File: src/rtl/utf8san_pkg.sv
package utf8san_pkg;

    // Byte patterns used when classifying UTF-8 leads
    localparam logic [7:0] REPL_CHAR     = 8'h3F;
    localparam logic [7:0] MASK_2BYTE    = 8'hE0;
    localparam logic [7:0] MASK_3BYTE    = 8'hF0;
    localparam logic [7:0] MASK_4BYTE    = 8'hF8;
    localparam logic [7:0] MASK_CONT     = 8'hC0;
    localparam logic [7:0] TAG_CONT      = 8'h80;
    localparam logic [7:0] TAG_2BYTE     = 8'hC0;
    localparam logic [7:0] TAG_3BYTE     = 8'hE0;
    localparam logic [7:0] TAG_4BYTE     = 8'hF0;
    localparam logic [7:0] MIN_2BYTE     = 8'hC2;
    localparam logic [7:0] MAX_4BYTE     = 8'hF4;

    // Output queue geometry
    localparam int unsigned QUEUE_DEPTH  = 8;
    localparam int unsigned PTR_W        = $clog2(QUEUE_DEPTH);
    localparam int unsigned CNT_W        = $clog2(QUEUE_DEPTH + 1);
    localparam int unsigned MAX_RESULTS  = 4;
    localparam int unsigned HOLD_DEPTH   = 3;

    // Lead byte classification: ok=0 means an invalid lead
    typedef struct packed {
        logic       ok;
        logic [1:0] extra;
    } lead_info_t;

    // One queued output transaction
    typedef struct packed {
        logic [7:0] data;
        logic       last;
    } out_entry_t;

    function automatic lead_info_t lead_decode(input logic [7:0] b);
        lead_info_t info;
        info.ok    = 1'b0;
        info.extra = 2'd0;
        if (b[7] == 1'b0)
        begin
            info.ok = 1'b1;
        end
        else if ((b & MASK_2BYTE) == TAG_2BYTE)
        begin
            info.ok    = (b >= MIN_2BYTE);
            info.extra = 2'd1;
        end
        else if ((b & MASK_3BYTE) == TAG_3BYTE)
        begin
            info.ok    = 1'b1;
            info.extra = 2'd2;
        end
        else if ((b & MASK_4BYTE) == TAG_4BYTE)
        begin
            info.ok    = (b <= MAX_4BYTE);
            info.extra = 2'd3;
        end
        return info;
    endfunction

endpackage

File: src/rtl/utf8_sanitize_replace.sv
// Channel | Direction | Handshake            | Payload
// in      | sink      | in_valid / in_stall  | in_byte[7:0], in_last
// out     | source    | out_valid / out_stall| out_byte[7:0], out_last
//
// Each accepted byte is decoded in the cycle it arrives and its 0..4 output bytes are
// written to an 8-entry output queue, drained one byte per cycle if out_stall is low.
// With out_stall low the sustained rate is one byte per cycle; a byte that completes
// or breaks a sequence pushes up to four bytes; in_stall rises with over four queued.
// in_stall depends only on the queue fill count, never on out_stall.
// rst_n (asynchronous, active low) empties the queue and clears the held sequence.
module utf8_sanitize_replace
(
    input  logic       clk,
    input  logic       rst_n,
    input  logic       in_valid,
    output logic       in_stall,
    input  logic [7:0] in_byte,
    input  logic       in_last,
    output logic       out_valid,
    input  logic       out_stall,
    output logic [7:0] out_byte,
    output logic       out_last
);

    localparam int unsigned PTR_W = utf8san_pkg::PTR_W;
    localparam int unsigned CNT_W = utf8san_pkg::CNT_W;

    // Held sequence state
    logic [7:0] held_reg [utf8san_pkg::HOLD_DEPTH];
    logic [7:0] held_next [utf8san_pkg::HOLD_DEPTH];
    logic [1:0] held_count_reg, held_count_next;
    logic [1:0] needed_count_reg, needed_count_next;

    // Output queue
    utf8san_pkg::out_entry_t queue_mem [utf8san_pkg::QUEUE_DEPTH];
    logic [PTR_W-1:0] wr_ptr_reg, rd_ptr_reg;
    logic [CNT_W-1:0] count_reg, count_next;

    // Per-transaction results
    logic [7:0] res [utf8san_pkg::MAX_RESULTS];
    logic [2:0] res_cnt;

    logic in_take;
    logic out_take;

    assign in_stall  = (count_reg > CNT_W'(utf8san_pkg::QUEUE_DEPTH - utf8san_pkg::MAX_RESULTS));
    assign in_take   = in_valid && !in_stall;
    assign out_valid = (count_reg != '0);
    assign out_take  = out_valid && !out_stall;
    assign out_byte  = queue_mem[rd_ptr_reg].data;
    assign out_last  = queue_mem[rd_ptr_reg].last;

    // Decode one input byte against the held sequence
    always_comb
    begin
        utf8san_pkg::lead_info_t lead;
        logic is_cont;
        logic take_new;
        lead              = utf8san_pkg::lead_decode(in_byte);
        is_cont           = ((in_byte & utf8san_pkg::MASK_CONT) == utf8san_pkg::TAG_CONT);
        take_new          = 1'b0;
        res_cnt           = 3'd0;
        held_next         = held_reg;
        held_count_next   = held_count_reg;
        needed_count_next = needed_count_reg;
        for (int k = 0; k < utf8san_pkg::MAX_RESULTS; k++)
        begin
            res[k] = utf8san_pkg::REPL_CHAR;
        end

        if (held_count_reg == 2'd0)
        begin
            take_new = 1'b1;
        end
        else if (is_cont)
        begin
            if (held_count_reg >= needed_count_reg)
            begin
                // complete sequence: release held bytes and this one
                for (int i = 0; i < utf8san_pkg::HOLD_DEPTH; i++)
                begin
                    if (2'(i) < held_count_reg)
                    begin
                        res[res_cnt[1:0]] = held_reg[i];
                        res_cnt           = res_cnt + 3'd1;
                    end
                end
                res[res_cnt[1:0]] = in_byte;
                res_cnt           = res_cnt + 3'd1;
                held_count_next   = 2'd0;
                needed_count_next = 2'd0;
            end
            else if (in_last)
            begin
                // truncated at end of string
                res_cnt           = {1'b0, held_count_reg} + 3'd1;
                held_count_next   = 2'd0;
                needed_count_next = 2'd0;
            end
            else
            begin
                held_next[held_count_reg] = in_byte;
                held_count_next           = held_count_reg + 2'd1;
            end
        end
        else
        begin
            // broken sequence: one replacement per held byte, then retry as lead
            res_cnt           = {1'b0, held_count_reg};
            held_count_next   = 2'd0;
            needed_count_next = 2'd0;
            take_new          = 1'b1;
        end

        if (take_new)
        begin
            if (lead.ok && lead.extra == 2'd0)
            begin
                res[res_cnt[1:0]] = in_byte;
                res_cnt           = res_cnt + 3'd1;
            end
            else if (!lead.ok || in_last)
            begin
                res[res_cnt[1:0]] = utf8san_pkg::REPL_CHAR;
                res_cnt           = res_cnt + 3'd1;
            end
            else
            begin
                held_next[0]      = in_byte;
                held_count_next   = 2'd1;
                needed_count_next = lead.extra;
            end
        end
    end

    // Queue fill count
    always_comb
    begin
        count_next = count_reg;
        if (in_take)
        begin
            count_next = count_next + CNT_W'(res_cnt);
        end
        if (out_take)
        begin
            count_next = count_next - CNT_W'(1);
        end
    end

    // Control state
    always_ff @(posedge clk or negedge rst_n)
    begin
        if (!rst_n)
        begin
            held_count_reg   <= 2'd0;
            needed_count_reg <= 2'd0;
            wr_ptr_reg       <= '0;
            rd_ptr_reg       <= '0;
            count_reg        <= '0;
        end
        else
        begin
            count_reg <= count_next;
            if (in_take)
            begin
                held_count_reg   <= held_count_next;
                needed_count_reg <= needed_count_next;
                wr_ptr_reg       <= wr_ptr_reg + PTR_W'(res_cnt);
            end
            if (out_take)
            begin
                rd_ptr_reg <= rd_ptr_reg + PTR_W'(1);
            end
        end
    end

    // Held bytes and queue storage (payload, no reset)
    always_ff @(posedge clk)
    begin
        if (in_take)
        begin
            held_reg <= held_next;
            for (int k = 0; k < utf8san_pkg::MAX_RESULTS; k++)
            begin
                if (3'(k) < res_cnt)
                begin
                    queue_mem[wr_ptr_reg + PTR_W'(k)].data <= res[k];
                    queue_mem[wr_ptr_reg + PTR_W'(k)].last <= in_last && (3'(k + 1) == res_cnt);
                end
            end
        end
    end

    // Queue never overfills
    assert property (@(posedge clk) disable iff (!rst_n)
        count_reg <= CNT_W'(utf8san_pkg::QUEUE_DEPTH))
        else $error("output queue overflow");

    // A held sequence always has a lead that called for it
    assert property (@(posedge clk) disable iff (!rst_n)
        (held_count_reg != 2'd0) |-> (needed_count_reg != 2'd0 &&
                                      held_count_reg <= needed_count_reg))
        else $error("held count out of range");

    // End of string returns to idle
    assert property (@(posedge clk) disable iff (!rst_n)
        (in_take && in_last) |=> (held_count_reg == 2'd0))
        else $error("sequence held past end of string");

    // End of string always leaves something to send
    assert property (@(posedge clk) disable iff (!rst_n)
        (in_take && in_last) |=> (count_reg != '0))
        else $error("end of string produced no output");

endmodule
File: config.mk
export PLATFORM = sky130hd
export DESIGN_NAME = utf8_sanitize_replace
export DESIGN_NICKNAME = d
export VERILOG_FILES = /design/src/rtl/utf8san_pkg.sv /design/src/rtl/utf8_sanitize_replace.sv
export SDC_FILE = /design/constraint.sdc
export NUM_CORES = 1
export LEC_CHECK = 0
export ABC_AREA = 1
export BUFFER_PORTS_ARGS = -buffer_cell sky130_fd_sc_hd__buf_4
export CELL_PAD_IN_SITES_DETAIL_PLACEMENT = 0
export CELL_PAD_IN_SITES_GLOBAL_PLACEMENT = 1
export CORE_AREA = 5 5 134 136
export CTS_BUF_LIST = sky130_fd_sc_hd__clkbuf_8
export DETAILED_ROUTE_END_ITERATION = 7
export DIE_AREA = 0 0 139 141
export PLACE_DENSITY_LB_ADDON = 0.1
export SLEW_MARGIN = 15
export SYNTH_ARGS = -nofsm -noshare
export SYNTH_HDL_FRONTEND = slang
export SYNTH_SLANG_ARGS = --single-unit
File: constraint.sdc
create_clock -name clk -period 6.4 [get_ports clk]
set_input_delay 0.32 -clock clk [delete_from_list [all_inputs] [get_ports clk]]
set_output_delay 0.32 -clock clk [all_outputs]
set_load 0.005 [all_outputs]
# Word-level counts from Yosys, hierarchy flattened
# Memory sizes are Yosys's and may differ from the RTL's.
# Index checks and enable logic that the tools add are counted.
[totals]
ff_bits = 38
ram_bits = 72
in_bits = 13
output_inout_bits = 11
wordCells = 176
mem_count = 1
[mem_list]
columns = ["memory", "depth", "word_bits", "read_ports", "rd_clocked_by_memory_dff", "wr", "line", "source"]
rows = [
  ["queue_mem", 8, 9, 1, 0, 4, "utf8_sanitize_replace.sv:35", "utf8san_pkg::out_entry_t queue_mem [utf8san_pkg::QUEUE_DEPTH];"],
]
[op_classes]
n_addsub = 13
magnitude_cmp = 21
n_eq_ne = 8
mux = 94
bitwise = 11
reduce_logical = 20
[ops]
columns = ["op", "count"]
rows = [
  ["$mux 32", 14],
  ["$bwmux 32", 4],
  ["$mux 24", 4],
  ["$mux 8", 12],
  ["$demux 8 s2", 5],
  ["$mux 3", 21],
  ["$mux 2", 15],
  ["$bwmux 24", 1],
  ["$or 24x24->24", 1],
  ["$add 3x1->3 const B", 6],
  ["$mux 1", 16],
  ["$ge 3x3->1 const B", 5],
  ["$lt 3x1->1 const B", 5],
  ["$not 2->3", 5],
  ["$logic_and 1x1->1", 12],
  ["$and 8x8->8", 1],
  ["$ge 8x8->1 const B", 1],
  ["$le 8x8->1 const B", 1],
  ["$mux 4", 2],
  ["$not 8->8", 1],
  ["$add 3x2->3 const B", 2],
  ["$eq 2x3->1 const A", 2],
  ["$lt 1x3->1 const A", 2],
  ["$lt 2x3->1 const A", 2],
  ["21 further kinds", 27],
]

# Logic depth before layout (Yosys ltp)
[logic_depth]
ltp_word = 29
depth_mapped = 23
ltp_nobuf = 21

# Least setup slack after synthesis
# OpenSTA, ideal clock, no wires.
[synth_path]
path_type = "register to register"
startpoint = "reg held_count_reg[0]"
endpoint = "reg count_reg[2]"
setup_time_ns = 0.118
arrival_time_ns = 3.297
t_required_ns = 6.282
setup_slack_ns = 2.985
stages_incl_launch_ff = 19
path_buffers = 0
period_less_slack_ns = 3.415
path_cell_list = "dfrtp_1 inv_1 ha_1 nand2_1 nand3_1 inv_1 nand3_1 nand3_1 nand2_1 ha_1 nand3_1 nand2_2 fa_1 or2_2 o21ai_0 ha_1 nand3_1 xor2_1 inv_1"
[synth_between]
elab_chain_len = 27
elab_cells_between_ends = 34
cone_classes = "add/sub: 7; order compare: 4; mux: 22; reduce/logical: 1"
[synth_rtl]
columns = ["element", "line", "source"]
rows = [
  ["start, declared", "utf8_sanitize_replace.sv:31", "logic [1:0] held_count_reg, held_count_next;"],
  ["start signal, assigned", "utf8_sanitize_replace.sv:166", "held_count_reg <= held_count_next;"],
  ["$lt 1x2->1", "utf8_sanitize_replace.sv:82", "if (2'(i) < held_count_reg)"],
  ["$mux 1", "utf8_sanitize_replace.sv:82", ""],
  ["$mux 3", "utf8_sanitize_replace.sv:77", "if (held_count_reg >= needed_count_reg)"],
  ["$mux 3", "utf8_sanitize_replace.sv:75", "else if (is_cont)"],
  ["$mux 3", "utf8_sanitize_replace.sv:71", "if (held_count_reg == 2'd0)"],
  ["$add 3x1->3", "utf8_sanitize_replace.sv:85", "res_cnt = res_cnt + 3'd1;"],
  ["$mux 3", "utf8_sanitize_replace.sv:82", ""],
  ["$mux 3", "utf8_sanitize_replace.sv:77", ""],
  ["[... 12 more ...]", "-", ""],
  ["$mux 3", "utf8_sanitize_replace.sv:122", "else if (!lead.ok || in_last)"],
  ["$mux 3", "utf8_sanitize_replace.sv:117", "if (lead.ok && lead.extra == 2'd0)"],
  ["$mux 3 (*)", "utf8_sanitize_replace.sv:115", "if (take_new)"],
  ["$add 4x3->4 (*)", "utf8_sanitize_replace.sv:142", "count_next = count_next + CNT_W'(res_cnt);"],
  ["$mux 4 (*)", "utf8_sanitize_replace.sv:140", "if (in_take)"],
  ["$sub 4x1->4", "utf8_sanitize_replace.sv:146", "count_next = count_next - CNT_W'(1);"],
  ["$mux 4 (*)", "utf8_sanitize_replace.sv:144", "if (out_take)"],
  ["named net count_next[2]", "utf8_sanitize_replace.sv:37", "logic [CNT_W-1:0] count_reg, count_next;"],
  ["end signal, assigned", "utf8_sanitize_replace.sv:163", "count_reg <= count_next;"],
  ["end, declared", "utf8_sanitize_replace.sv:37", ""],
]
# The timed path passes the listed nets; every way through them passes the cells marked *. The select of a mux whose other input is x is not followed.
# A chain may end at the register's enable or synchronous reset.

==> metrics.md <==
| Metric | Value |
|---|---|
| Count of boundary I/O pins | `24` |
| Die Ht | `141 um` |
| Vias per inst | `roughly 6` |
| Effective utilization at floorplan | `0.502` |
| Slew @ Worst Pin | `~1300 ps` |
| Internal power | `~1.8 mW` |
| Number of max-cap violations | `0` |
| Chip width | `between 100 and 150 um` |
| Setup crit end kind | `flip-flop` |
| Grt met1 use | `0.450` |
| Total overflow reported by the global router | `0` |
| GR Layer Usage met3 | `0.0543` |
| Final WL | `31800 um` |
| Unrepaired setup endpoints after global routing | `false` |
| Stage delay of the slowest cell on the critical path | `about 730 ps` |
| Top Family by Delay on Critical Path | `simple AND/OR/NAND/NOR gates` |
| Cell with the largest stage delay on the worst path | `nor2_4` |
| Mean cell area of the mapped netlist | `7.23 sq um` |
| Critical path, cell by cell | `inv_1 > ha_1 > nand2_1 > nand3_1 > inv_1 > nand3_1 > nand3_1 > nand2_1 > inv_1 > ha_1 > nand3_1 > nand2_4 > inv_2 > nand2_2 > nand2_1 > nor2_4 > buf_4 > nand3_1 > nand3_1 > nand2_1` |
| Met2 global-route usage | `0.493` |
| Sum of negative setup slack | `0 ps` |
| Iteration count of the initial detailed-routing pass | `8` |
| Net count of the mapped netlist | `roughly 1200` |
| I/O Buffers | `23` |
| Portion of total power attributed to the clock network | `0.112` |
| Pin count of the biggest net entering global routing | `48` |
| Sequential cell fraction of total power | `0.272` |
| Final number of hold-violating endpoints | `0` |
| Total net switching power | `between 2 and 2.5 mW` |
| CTS tree | `built` |
| Antenna violations before repair | `0` |
| Result of the run | `finished clean` |
| Total standard cell area after synthesis | `8440 sq um` |
| Tmin final | `about 5000 ps` |
| Clk_skew | `~20 ps` |
| Final weighted congestion in routability-driven placement | `0.971` |
| Iteration-0 DRC Markers | `between 1000 and 1500` |
| Portion of the post-synthesis area used by sequential elements | `0.383` |
| Residual antenna-violating net count after detailed routing | `0` |
| Number of global-route vias before repair | `between 7000 and 8000` |
| Ratio of cells with drive above 1 in the final layout | `0.0979` |
| Leak pwr | `between 3 and 4 nW` |
| Core Box Area | `~17000 sq um` |
| Setup-violating endpoint count in the final report | `0` |
| Sw Ratio | `0.534` |
| Clock tree root buffer cell | `clkbuf_8` |
| Number of rows in the core area | `48` |
| Highest-count cells in the layout ignoring fill and taps | `315 x nand2_1, 246 x nand3_1, 96 x edfxtp_1` |
| Final antenna diode count | `0` |
| Number of flops mapped to enable cells by yosys | `96` |
| Combinational share of power | `0.616` |
| Final clock period utilization by the worst path | `0.783` |
| Maximum buffer depth of the clock tree | `2` |
| Total die area | `a little under 20000 sq um` |
| Mean routed wirelength per cell | `roughly 23 um` |
| Worst slew margin relative to its limit | `0.148` |
| Drt drc | `0` |
| Sum of buffers and inverters on the critical path | `5` |
| TritonCTS buffer count | `9` |
| Power per standard cell area | `about 440 nW/um^2` |
| Synth cell types | `44` |
| Number of synthesis warnings | `0` |
| Critical path class | `flip-flop to flip-flop` |
| Cell repeated most along the worst path | `nand3_1` |
| Hold Worst Slack | `approximately 170 ps` |
| Crit path max fanout | `40` |
| Worst-skew pair later-pin latency | `410 ps` |
| First-pass GRT wire length | `48300 um` |
| GRT busiest layer | `met2` |
| H-tree lvl count | `3` |
| Fill cells | `approximately 1700` |
| Commonest non-fill, non-tap cell in the layout | `nand2_1` |
| Clock sink total | `110` |
| Max-slew violation count | `0` |
| Sort of element at the start of the critical path | `flip-flop` |
| Detailed Place HPWL | `roughly 23000 um` |
| Global routing usage summed across all routing layers | `0.322` |
| Post-CTS setup buffer count | `0` |
| Data required time of the critical path | `~6600 ps` |
| Fmax | `approximately 200 MHz` |
| Clock edge transition at the registers on the reported setup and hold paths | `about 120 ps` |
| Via count | `between 8000 and 9000` |
| Cells after synthesis | `about 1200` |
| Flip-flop and latch count after synthesis | `110` |
| Asr flop ratio synth | `0.127` |
| Min-delay worst type | `input pin to flip-flop` |
| VDD IR-drop max | `roughly 0.00033 V` |
| Minimum setup slack among reg-to-reg paths | `between 1000 and 1500 ps` |
| Synth Flop Type | `edfxtp_1` |
| Signed area change from the synthesized netlist to the final layout | `6.73%` |
| Nets | `about 1200` |
| Endpoint arrival time on the critical path | `around 5200 ps` |
-- cells by family (layout without fill, tap and decap cells) --
kind of cell	Yosys count	in the layout	synth area share
simple gates	749	749	0.408
xor+xnor	10	10	0.0113
compound gates	138	138	0.0950
fa+ha+maj	22	22	0.0344
flops	110	110	0.383
mux	1	1	0.00119
buf+inv	137	145	0.0667
-- power by group through the flow --
| stage | logic (mW) | clock network (mW) | registers [mW] |
|---|---|---|---|
| after floorplan | 1.64 | 0 | 1.04 |
| after global routing | 2.65 | 0.471 | 1.08 |
| after detailed placement | 2.36 | 0 | 1.09 |
| final | 2.43 | 0.442 | 1.07 |
| after CTS | 2.37 | 0.442 | 1.07 |
| after global placement | 2.35 | 0 | 1.08 |
-- through the flow --
step | power (mW) | instances | worst slack, ps | instance area [sq um] | util
after floorplan | 2.68 | 1167 | 2990 | 8440 | -
after global placement | 3.43 | 1383 | 1640 | 8800 | 0.523
after detailed placement | 3.44 | 1383 | 1500 | 8800 | 0.523
after CTS | 3.88 | 1400 | 1460 | 9000 | 0.535
after global routing | 4.20 | 1400 | 972 | 9010 | 0.536
final | 3.94 | 1400 | 1390 | 9010 | 0.536
-- Yosys cell counts (8+ instances only) --
cell        n  area [sq um]
clkbuf_1   31           116
dfrtp_1    14           350
nand3_2    16           160
ha_1       20           250
a21oi_1    16          80.1
nand3_1   246          1230
inv_1      67           251
a31oi_1    19           119
buf_2      12          60.1
nor3_1     15          75.1
o22ai_1    19           119
edfxtp_1   96          2880
nand2_1   315          1180
nand4_1    34           213
inv_2      13          48.8
o21ai_0    63           315
xor2_1      8          70.1
nor2_1     94           353
-- layer usage --
metal	up-vias	wire length, um
met5	-	0
met4	0	1640
met3	94	3350
met2	518	13800
met1	3968	12900
li1	4054	-
-- final cells by class --
class | instances | area, sq um | area share
Multi-Input combinational cell | 920 | 4650 | 0.516
Sequential cell | 110 | 3230 | 0.359
Timing Repair Buffer | 44 | 333 | 0.0370
Inverter | 85 | 319 | 0.0354
Tap cell | 225 | 282 | 0.0313
Clock buffer | 9 | 124 | 0.0138
Clock inverter | 7 | 65.1 | 0.00722
-- worst reg2reg max path: stages (launching register included) --
cell and delay [ps]:
dfrtp_1 480, inv_1 170, ha_1 330, nand2_1 60
nand3_1 140, inv_1 210, nand3_1 100, nand3_1 80
nand2_1 160, inv_1 130, ha_1 310, nand3_1 170
nand2_4 120, inv_2 70, nand2_2 480, nand2_1 190
nor2_4 740, buf_4 490, nand3_1 130, nand3_1 130
nand2_1 70
-- what timing repair did --
action | CTS | global route
gates resized for setup | 0 | 0
hold buffers | 1 | 0
hold endpoints to repair | 14 | 0
-- path summary, 6_finish.rpt --
check,cells after the start,to,startpoint
worst min register to register,2,needed_count_reg[1],needed_count_reg[1]
worst max-delay path,20,queue_mem[0][6],held_count_reg[0]
min in group asynchronous,2,needed_count_reg[1],rst_n
worst min-delay path,1,flip-flop,in_byte[0]
max in group asynchronous,2,count_reg[0],rst_n
worst max register to register,20,queue_mem[0][6],held_count_reg[0]
No activity file was read; power rests on OpenSTA's default activity.
